**config.mk**
```make
export PLATFORM = sky130hd
export DESIGN_NAME = first_fit_unit_allocator_unit
export DESIGN_NICKNAME = d
export VERILOG_FILES = /design/src/sv/ffu_pkg.sv /design/src/sv/ffu_ctrl.sv /design/src/sv/ffu_datapath.sv /design/src/sv/first_fit_unit_allocator_unit.sv
export SDC_FILE = /design/constraint.sdc
export NUM_CORES = 2
export LEC_CHECK = 0
export BUFFER_PORTS_ARGS = -buffer_cell sky130_fd_sc_hd__buf_2
export CORE_MARGIN = 5
export CORE_UTILIZATION = 55
export DETAILED_ROUTE_END_ITERATION = 8
export PLACE_DENSITY = 0.71
export SLEW_MARGIN = 20
export SYNTH_ARGS = -nofsm -noshare
export SYNTH_HDL_FRONTEND = slang
export SYNTH_HIERARCHICAL = 1
export SYNTH_SLANG_ARGS = --single-unit
```
**constraint.sdc**
```tcl
create_clock -name clk -period 16.5 [get_ports clk]
set_input_delay 2.475 -clock clk [delete_from_list [all_inputs] [get_ports clk]]
set_output_delay 2.475 -clock clk [all_outputs]
set_load 0.1 [all_outputs]
```
**src/sv/ffu_pkg.sv**
```systemverilog
// Shared types and constants for the first-fit unit allocator.
// Used by ffu_ctrl, ffu_datapath and first_fit_unit_allocator_unit; no dependencies.
package ffu_pkg;

  // Result codes on the status port.
  localparam logic [1:0] ST_DONE     = 2'd0;
  localparam logic [1:0] ST_OWNER    = 2'd1;
  localparam logic [1:0] ST_NO_SPACE = 2'd2;

  // Request modes.
  localparam logic MODE_ALLOC   = 1'b0;
  localparam logic MODE_RELEASE = 1'b1;

  // Reset value of the unit count register.
  localparam logic [8:0] TOTAL_UNITS_RESET = 9'd256;

  typedef enum logic [4:0] {
    S_CLEAR  = 5'b00001,
    S_IDLE   = 5'b00010,
    S_SCAN   = 5'b00100,
    S_FILL   = 5'b01000,
    S_RESULT = 5'b10000
  } state_t;

  // Commands from the controller to the datapath.
  typedef struct packed {
    logic clear_en;
    logic load;
    logic scan_en;
    logic fill_start;
    logic fill_en;
    logic out_load;
  } cmd_t;

  // Status from the datapath back to the controller.
  typedef struct packed {
    logic clear_done;
    logic scan_done;
    logic fill_go;
    logic fill_done;
  } stat_t;

endpackage

```
**src/sv/ffu_ctrl.sv**
```systemverilog
// Controller state machine of the first-fit unit allocator.
// Depends on ffu_pkg; drives ffu_datapath through cmd_t and reads stat_t.
module ffu_ctrl (
  input  logic           clk,
  input  logic           rst,
  input  logic           in_valid,
  output logic           in_stall,
  output logic           out_valid,
  input  logic           out_stall,
  output ffu_pkg::cmd_t  cmd,
  input  ffu_pkg::stat_t stat
);
  import ffu_pkg::*;

  state_t state, state_next;
  logic   out_valid_next;
  logic   can_load;

  assign in_stall = (state != S_IDLE);
  assign can_load = !out_valid || !out_stall;

  always_comb begin
    state_next     = state;
    cmd            = '0;
    unique case (state)
      S_CLEAR: begin
        cmd.clear_en = 1'b1;
        if (stat.clear_done) state_next = S_IDLE;
      end
      S_IDLE: begin
        if (in_valid) begin
          cmd.load   = 1'b1;
          state_next = S_SCAN;
        end
      end
      S_SCAN: begin
        cmd.scan_en = 1'b1;
        if (stat.scan_done) begin
          if (stat.fill_go) begin
            cmd.fill_start = 1'b1;
            state_next     = S_FILL;
          end else begin
            state_next = S_RESULT;
          end
        end
      end
      S_FILL: begin
        cmd.fill_en = 1'b1;
        if (stat.fill_done) state_next = S_RESULT;
      end
      S_RESULT: begin
        if (can_load) begin
          cmd.out_load = 1'b1;
          state_next   = S_IDLE;
        end
      end
      default: state_next = S_CLEAR;
    endcase
  end

  // A finished word stays until taken; a new one loads once the slot is free.
  assign out_valid_next = cmd.out_load | (out_valid & out_stall);

  always_ff @(posedge clk) begin
    if (rst) begin
      state     <= S_CLEAR;
      out_valid <= 1'b0;
    end else begin
      state     <= state_next;
      out_valid <= out_valid_next;
    end
  end

endmodule

```
**src/sv/ffu_datapath.sv**
```systemverilog
// Datapath of the first-fit unit allocator: owner map memory, scan counters,
// window search and result register. Depends on ffu_pkg; driven by ffu_ctrl.
module ffu_datapath #(
  parameter int UNITS   = 256,
  parameter int ID_BITS = 8
) (
  input  logic           clk,
  input  logic           rst,
  input  ffu_pkg::cmd_t  cmd,
  output ffu_pkg::stat_t stat,
  input  logic           cfg_we,
  input  logic [8:0]     total_units,
  input  logic           mode,
  input  logic [7:0]     owner_id,
  input  logic [8:0]     request_size,
  output logic [1:0]     status
);
  import ffu_pkg::*;

  localparam int ADDR_W = (UNITS > 1) ? $clog2(UNITS) : 1;
  localparam int CNT_W  = $clog2(UNITS + 1);
  localparam int CMP_W  = (CNT_W > 9) ? CNT_W : 9;
  localparam logic [CNT_W-1:0] UNITS_CNT  = CNT_W'(UNITS);
  localparam logic [CNT_W-1:0] LAST_CNT   = CNT_W'(UNITS - 1);
  localparam logic [CMP_W-1:0] UNITS_CMP  = CMP_W'(UNITS);
  localparam int ENTRY_W = ID_BITS + 1;

  // Each entry holds the used flag on top and the owner below it.
  logic [ENTRY_W-1:0] map_mem [UNITS];

  logic [8:0]         units_limit;
  logic               req_mode;
  logic [ID_BITS-1:0] req_id;
  logic [CMP_W-1:0]   req_size;
  logic [CMP_W-1:0]   lim;
  logic [CNT_W-1:0]   addr;
  logic               rd_pend;
  logic [ADDR_W-1:0]  rd_addr;
  logic [ENTRY_W-1:0] rd_data;
  logic               present;
  logic               found;
  logic [CMP_W-1:0]   run;
  logic [ADDR_W-1:0]  first;
  logic [CMP_W-1:0]   remain;

  logic               hit;
  logic               in_window;
  logic [CMP_W-1:0]   run_next;
  logic               fits;
  logic [CMP_W-1:0]   first_wide;
  logic [CMP_W-1:0]   lim_next;
  logic               mem_we;
  logic [ADDR_W-1:0]  mem_waddr;
  logic [ENTRY_W-1:0] mem_wdata;
  logic [1:0]         status_next;

  assign hit        = rd_pend && rd_data[ENTRY_W-1] && (rd_data[ID_BITS-1:0] == req_id);
  assign in_window  = (CMP_W'(rd_addr) < lim);
  assign run_next   = rd_data[ENTRY_W-1] ? '0 : run + CMP_W'(1);
  assign fits       = rd_pend && !found && in_window && (req_size != '0)
                      && (run_next == req_size);
  assign first_wide = CMP_W'(rd_addr) + CMP_W'(1) - req_size;
  assign lim_next   = (CMP_W'(units_limit) > UNITS_CMP) ? UNITS_CMP : CMP_W'(units_limit);

  assign stat.clear_done = (addr == LAST_CNT);
  assign stat.scan_done  = (addr == UNITS_CNT) && !rd_pend;
  assign stat.fill_go    = (req_mode == MODE_ALLOC) && !present && found;
  assign stat.fill_done  = (remain == CMP_W'(1));

  always_comb begin
    mem_we    = 1'b0;
    mem_waddr = rd_addr;
    mem_wdata = {1'b0, req_id};
    if (cmd.clear_en) begin
      mem_we    = 1'b1;
      mem_waddr = addr[ADDR_W-1:0];
      mem_wdata = '0;
    end else if (cmd.fill_en) begin
      mem_we    = 1'b1;
      mem_waddr = addr[ADDR_W-1:0];
      mem_wdata = {1'b1, req_id};
    end else if (cmd.scan_en && (req_mode == MODE_RELEASE) && hit) begin
      mem_we = 1'b1;
    end
  end

  always_comb begin
    if (req_mode == MODE_RELEASE) begin
      status_next = present ? ST_DONE : ST_OWNER;
    end else if (present) begin
      status_next = ST_OWNER;
    end else begin
      status_next = found ? ST_DONE : ST_NO_SPACE;
    end
  end

  always_ff @(posedge clk) begin
    if (mem_we) map_mem[mem_waddr] <= mem_wdata;
    if (cmd.scan_en && (addr < UNITS_CNT)) rd_data <= map_mem[addr[ADDR_W-1:0]];
  end

  always_ff @(posedge clk) begin
    if (rst) begin
      units_limit <= TOTAL_UNITS_RESET;
    end else if (cfg_we) begin
      units_limit <= total_units;
    end
  end

  // The fill start comes in the last scan cycle, so it takes the address first.
  always_ff @(posedge clk) begin
    if (rst) begin
      addr    <= '0;
      rd_pend <= 1'b0;
    end else if (cmd.clear_en) begin
      addr <= addr + CNT_W'(1);
    end else if (cmd.load) begin
      addr    <= '0;
      rd_pend <= 1'b0;
    end else if (cmd.fill_start) begin
      addr <= CNT_W'(first);
    end else if (cmd.scan_en) begin
      rd_pend <= (addr < UNITS_CNT);
      if (addr < UNITS_CNT) addr <= addr + CNT_W'(1);
    end else if (cmd.fill_en) begin
      addr <= addr + CNT_W'(1);
    end
  end

  always_ff @(posedge clk) begin
    if (cmd.load) begin
      req_mode <= mode;
      req_id   <= ID_BITS'(owner_id);
      req_size <= CMP_W'(request_size);
      lim      <= lim_next;
      present  <= 1'b0;
      found    <= 1'b0;
      run      <= '0;
    end else if (cmd.scan_en && rd_pend) begin
      if (hit) present <= 1'b1;
      if (!found && in_window) run <= run_next;
      // The first window that reaches the requested size wins.
      if (fits) begin
        found <= 1'b1;
        first <= first_wide[ADDR_W-1:0];
      end
    end
    if (cmd.scan_en && (addr < UNITS_CNT)) rd_addr <= addr[ADDR_W-1:0];
    if (cmd.fill_start) begin
      remain <= req_size;
    end else if (cmd.fill_en) begin
      remain <= remain - CMP_W'(1);
    end
    if (cmd.out_load) status <= status_next;
  end

endmodule

```
**src/sv/first_fit_unit_allocator_unit.sv**
```systemverilog
// Top level of the first-fit unit allocator.
// Depends on ffu_pkg and instantiates ffu_ctrl and ffu_datapath.
//
// First-fit allocator over UNITS memory units, kept as an owner map with one
// used flag and one owner id per unit. After reset the block clears the map
// and takes no request until that is done; the configuration port is open at
// all times. Each request makes one pass over the whole map through its single
// read port: the pass checks whether the owner holds a block, looks for the
// lowest free window of request_size units below total_units, and for a
// release frees the owner's units as it goes. A successful allocate then
// writes its request_size units, one unit per cycle, and the result word then
// loads once the output slot is free. The next request is taken only once the
// result word is loaded, so a new request is not accepted while one is in
// flight, and a result word still held by out_stall keeps the next result
// word, and so the next request, waiting.
// Status is 0 for done, 1 when the owner already holds a block (allocate) or
// holds nothing (release), and 2 when no window fits.
module first_fit_unit_allocator_unit #(
  parameter int UNITS   = 256,
  parameter int ID_BITS = 8
) (
  input  logic       clk,
  input  logic       rst,
  input  logic       cfg_valid,
  output logic       cfg_ready,
  input  logic [8:0] total_units,
  input  logic       in_valid,
  output logic       in_stall,
  input  logic       mode,
  input  logic [7:0] owner_id,
  input  logic [8:0] request_size,
  output logic       out_valid,
  input  logic       out_stall,
  output logic [1:0] status
);
  import ffu_pkg::*;

  cmd_t  cmd;
  stat_t stat;

  assign cfg_ready = 1'b1;

  ffu_ctrl u_ctrl (
    .clk       (clk),
    .rst       (rst),
    .in_valid  (in_valid),
    .in_stall  (in_stall),
    .out_valid (out_valid),
    .out_stall (out_stall),
    .cmd       (cmd),
    .stat      (stat)
  );

  ffu_datapath #(
    .UNITS   (UNITS),
    .ID_BITS (ID_BITS)
  ) u_datapath (
    .clk          (clk),
    .rst          (rst),
    .cmd          (cmd),
    .stat         (stat),
    .cfg_we       (cfg_valid & cfg_ready),
    .total_units  (total_units),
    .mode         (mode),
    .owner_id     (owner_id),
    .request_size (request_size),
    .status       (status)
  );

endmodule

```
## Word-level counts from Yosys, hierarchy flattened

Memories as Yosys holds them, arrays and structs flattened. A register that Yosys moved wholly into a read port is not among the register bits.
Index checks and enable logic that the tools add are counted.
Widths: inputs -> output; s select.

- Register bits: 90
- Bits in latches: 0
- RAM bits: 2,304
- Bits in read-only memories: 0
- Bits of input ports: 32
- Output and inout port bits: 5
- Word-level logic and storage cells: 120
- Memories: 1

Memories:

| name | words | bits a word | rd ports | clocked after Yosys merged registers in | wr ports | line | RTL |
|---|---|---|---|---|---|---|---|
| u_datapath.map_mem | 256 | 9 | 1 | 1 | 1 | ffu_datapath.sv:29 | `logic [ENTRY_W-1:0] map_mem [UNITS];` |

- Add/sub/neg operators: 5
- Multipliers: 0
- Divide/modulo/power cells: 0
- Order comparisons: 3
- Eq/ne operators: 18
- Shift-type cells: 0
- Multiplexer cells: 41
- Bitwise logic cells: 5
- Reduce and logical (&&, ||, !) cells: 31

Operators with widths:

| cell | count |
|---|---|
| $mux 9 | 11 |
| $mux 5 | 6 |
| $pmux 5 s5 | 1 |
| $add 9x1->9 const B | 2 |
| $mux 1 | 17 |
| $mux 8 | 2 |
| $logic_and 1x1->1 | 14 |
| $eq 9x1->1 const B | 1 |
| $eq 9x8->1 const B | 1 |
| $eq 9x9->1 | 1 |
| $eq 9x9->1 const B | 1 |
| $gt 9x9->1 const B | 1 |
| $lt 8x9->1 | 1 |
| $lt 9x9->1 const B | 1 |
| $reduce_bool 9->1 | 1 |
| $sub 9x1->9 const B | 1 |
| $add 8x1->8 const B | 1 |
| $eq 8x8->1 | 1 |
| $mux 2 | 4 |
| $ne 2x2->1 const B | 4 |
| $reduce_and 2->1 | 4 |
| $sub 8x8->8 | 1 |
| $reduce_and 3->1 | 2 |
| $eq 5x1->1 const B | 1 |
| other kinds (15) | 23 |

## Longest topological paths before layout

- Word-level depth: 13
- Gate-level depth with buffers: 17
- Mapped depth without buffers: 12

## Cells and area by module

The synthesis kept the hierarchy.

By module, submodules not included:

| module | times used | cells each | area each (µm²) | sequential area each (µm²) |
|---|---|---|---|---|
| ffu_datapath | 1 | 4,528 | 94,154.1 | 71,678.7 |
| ffu_ctrl | 1 | 50 | 417.9 | 120.1 |
| first_fit_unit_allocator_unit | 1 | 2 | 11.3 | 0.0 |

## Worst setup path after synthesis

OpenSTA, ideal clock, no wires.

- Path type: reg-to-reg
- Start point: register u_ctrl.state[0]
- End point: memory u_datapath/map_mem[0][8] (netlist bit) (data pin)
- Library setup time: 1.452 ns
- Arrival: 7.507 ns
- Data required time: 15.048 ns
- Path slack: 7.542 ns
- Stages on the path, launching flop included: 5
- Path buffers: 1
- Clock period less this slack: 8.958 ns
- Path through: dfxtp_1 -> buf_6 -> or3_1 -> nor3b_1 -> nor2b_1

RTL lines:

| item | line | RTL |
|---|---|---|
| start, declared | ffu_ctrl.sv:15 | `state_t state, state_next;` |
| start signal, assigned | ffu_ctrl.sv:69 | `state <= state_next;` |
| end, declared | ffu_datapath.sv:29 |  |

## Final worst setup path

- Start point: register u_datapath.addr[1]
- End point: register u_datapath.rd_data[8], read port of u_datapath.map_mem (data pin)

- Word-level cells in the longest chain between the ends: 2

RTL lines:

| item | line | RTL |
|---|---|---|
| start, declared | ffu_datapath.sv:36 | `logic [CNT_W-1:0] addr;` |
| start signal, assigned | ffu_datapath.sv:116 | `addr <= addr + CNT_W'(1);` |
| start signal, assigned | ffu_datapath.sv:121 | `addr <= CNT_W'(first);` |
| start signal, assigned | ffu_datapath.sv:124 | `if (addr < UNITS_CNT) addr <= addr + CNT_W'(1);` |
| $lt 9x9->1 | ffu_datapath.sv:99 | `if (cmd.scan_en && (addr < UNITS_CNT)) rd_data <= map_mem[addr[ADDR_W-1:0]];` |
| $logic_and 1x1->1 | ffu_datapath.sv:99 |  |
| end, declared | ffu_datapath.sv:39 | `logic [ENTRY_W-1:0] rd_data;` |

Parallel ways exist; a longest one is shown, timed or not.
A chain may end at the register's enable or synchronous reset.

==> flow_metrics.py <==
metrics = {
    "status": {
        "outcome": "finished clean",
    },
    "floorplanning": {
        "initial_core_util_pct": 55.2,
        "die_h_um": 425,
        "io_pins": 37,
        "design.core.area_um2": 171000,
        "dieArea_um2": 180000,
        "die_w_um": 425,
        "placementRows": 152,
    },
    "timing": {
        "skew_ns": 0.0456,
        "fmax_ghz": 0.178,
        "finalMaxSlewViolations": 0,
        "finalCriticalPeriod_ns": 5.60,
        "rsz0062_at_grt": "false",
        "period_share_pct": 34.0,
        "whs_ns": 0.475,
        "worst_slack_ns": 10.90,
        "worst_pin_slew_ns": 1.21,
        "slew_headroom_pct": 18.1,
        "setup_viol": 0,
        "hold_viol_final": 0,
        "tns_ns": 0,
    },
    "critical_path": {
        "cp_data_arrival_time_ns": 6.19,
        "start_kind": "flop",
        "critPathKind": "flop to flop",
        "worst_ep_required_time_ns": 17.09,
        "r2r_cells": 10,
        "end_kind": "flop",
        "cp_max_fo": 42,
    },
    "logic_synthesis": {
        "syn_nets": 4640,
        "synth_top_area_share_pct": 75.1,
        "ys_seq_area_share_pct": 75.9,
        "yosysWarnings": 6,
        "synth_flop_cell": "edfxtp_1",
        "ys_async_sr_fraction_pct": 0,
        "syn-cell-area_um2": 94600,
        "synthCells": 4580,
        "yosysMostFrequentCell": "edfxtp_1",
        "synth_edf_count": 2367,
        "ys_top_cells_by_count": "edfxtp_1 (2367), mux4_2 (584), nor2_1 (332)",
        "synth_cell_type_count": 80,
        "ys_seq_elements": 2403,
        "syn_area_per_cell_um2": 20.7,
        "yosys.area.top_type": "edfxtp_1",
        "synthTopCellsByArea": "edfxtp_1 (75%), mux4_2 (14%), mux2i_1 (1.6%)",
    },
    "pwr": {
        "ir_drop_mv": 0.110,
        "fin_total_pwr_mw": 12.4,
        "leakage_nw": 33.0,
        "power_density_nw_per_um2": 118,
    },
    "global_route": {
        "gr-total-overflow": 0,
        "grt_first_pass_wirelength_mm": 352,
        "grt_pass1_vias": 47200,
        "grt_util_all_layers_pct": 27.5,
        "grt_max_degree": 257,
        "antenna_found_initial": 4,
    },
    "final_layout": {
        "fin_area_um2": 105000,
        "final_nets": 4771,
        "multi_input_area_um2": 21200,
        "drive_above_1_share_pct": 23.2,
        "syn2layout_area_growth_pct": 10.8,
        "stdcell_count": 7219,
        "regArea_um2": 71800,
        "fin_util_pct": 61.2,
        "n_fill_cell": 11700,
    },
    "placed_design": {
        "pre_cts_ws_ns": 10.91,
        "dpl-instance-area_um2": 97300,
        "dp_hpwl_mm": 144,
        "place_congestion": 0.857,
        "dp_cells": 6790,
        "portBuffers": 35,
    },
    "clock_network": {
        "cts_resized": 0,
        "clk_latency_ns": 0.88,
        "clk_pin_slew_ns": 0.06,
        "ctsHtreeMaxLevel": 4,
        "clock-sinks": 2403,
        "ctsHoldBuffers": 0,
        "post-cts-setup-buffer-count": 0,
        "numCtsBuffers": 226,
        "clock-root-buffer": "clkbuf_16",
        "cts_buffer_depth": 3,
        "cts_tree": "built",
    },
    "detailed_routing": {
        "drtIter0Drc": 6909,
        "vias_per_cell": 6.70,
        "wl_met2_mm": 112,
        "num_vias": 48400,
        "drc": 0,
        "dr.pass1.iters": 6,
        "wl_met1_mm": 91.4,
        "wirelength_mm": 247,
        "route.antenna.remaining_nets": 0,
        "highest_layer": "met5",
        "wl_per_cell_um": 34.2,
        "wl_met3_mm": 31.5,
    },
    "min_path": {
        "hold_class": "flop to flop",
        "min_path_cells": 2,
    },
    "job": {
        "drv_cap": 0,
    },
}
[logic make-up (layout without fill, tap and decap cells)]
| family | count (synthesis) | in the layout | share of synthesized area [%] |
|---|---|---|---|
| xor gates and xnor gates | 35 | 35 | 0.324 |
| other | 1 | 5 | 0.00396 |
| adders and majority gates | 28 | 28 | 0.378 |
| AOI/OAI and AO/OA | 391 | 391 | 2.81 |
| and+or+nand+nor | 677 | 677 | 3.17 |
| DFF | 2403 | 2403 | 75.9 |
| muxes | 741 | 741 | 15.6 |
| buffers and inverters | 304 | 629 | 1.84 |
[registers in the layout (all words and copies together), names as in the netlist]
name,flops
u_datapath/first,8
u_datapath/units_limit,9
u_datapath/addr,9
u_datapath/rd_pend,1
u_datapath/present,1
u_datapath/rd_addr,8
u_ctrl/state,5
u_datapath/req_mode,1
u_datapath/req_size,9
u_datapath/status,2
u_ctrl/out_valid,1
u_datapath/map_mem,2304
u_datapath/lim,9
u_datapath/req_id,8
u_datapath/remain,9
u_datapath/found,1
u_datapath/rd_data,9
u_datapath/run,9
[critical path, cell delays in order (launching register included)]
cell and delay (ns):
dfxtp_4 0.51, buf_4 0.43, buf_4 0.56, buf_4 0.71, buf_4 0.52, mux4_2 0.37, mux2i_1 0.29, o22ai_1 0.15
or3_1 0.54, a222oi_1 0.91, o21ai_1 0.16
[routing by layer]
| layer | global-route usage (%) | up-vias |
|---|---|---|
| met4 | 11.2 | 2 |
| li1 | - | 19300 |
| met3 | 7.64 | 526 |
| met1 | 39.1 | 25300 |
| met2 | 40.8 | 3261 |
| met5 | 0 | - |
[report_power, final]
group,internal (mW),leakage [nW],switching [mW],total [mW]
Combinational,0.264,7.24,0.350,0.614
Sequential,6.61,22.2,0.0106,6.62
Clock,2.86,3.54,2.27,5.13
[path summary, 6_finish.rpt]
check,endpoint,slack (ns),start
hold reg to reg,u_datapath/run[8],0.47,u_datapath/run[8]
setup reg to reg,u_datapath/rd_data[8],10.90,u_datapath/addr[1]
hold / removal,u_datapath/run[8],0.47,u_datapath/run[8]
setup / recovery,u_datapath/rd_data[8],10.90,u_datapath/addr[1]
[cell usage in the layout, fill, tap and decap left out, types with 26 or more instances in the layout]
cell and instances:
a21oi_1 76, a221oi_1 42, a22oi_1 44, buf_2 35, buf_4 118, clkbuf_1 48
clkbuf_16 227, clkinv_1 57, clkinv_2 42, dfxtp_1 30, edfxtp_1 2367, ha_1 27
inv_1 36, mux2i_1 155, mux4_2 584, nand2_1 149, nand3_1 44, nor2_1 313
nor3_1 27, o21ai_0 69, o22ai_1 26, xnor2_1 27
[area by class of cell]
type	instances	share of cell area (%)
Sequential cell	2403	68.5
Antenna cell	4	0.00955
Clock buffer	276	5.61
Multi-Input combinational cell	1873	20.3
Inverter	39	0.148
Tap cell	2310	2.76
Timing Repair Buffer	168	1.31
Clock inverter	146	1.38
(Power assumes the default switching activity.)
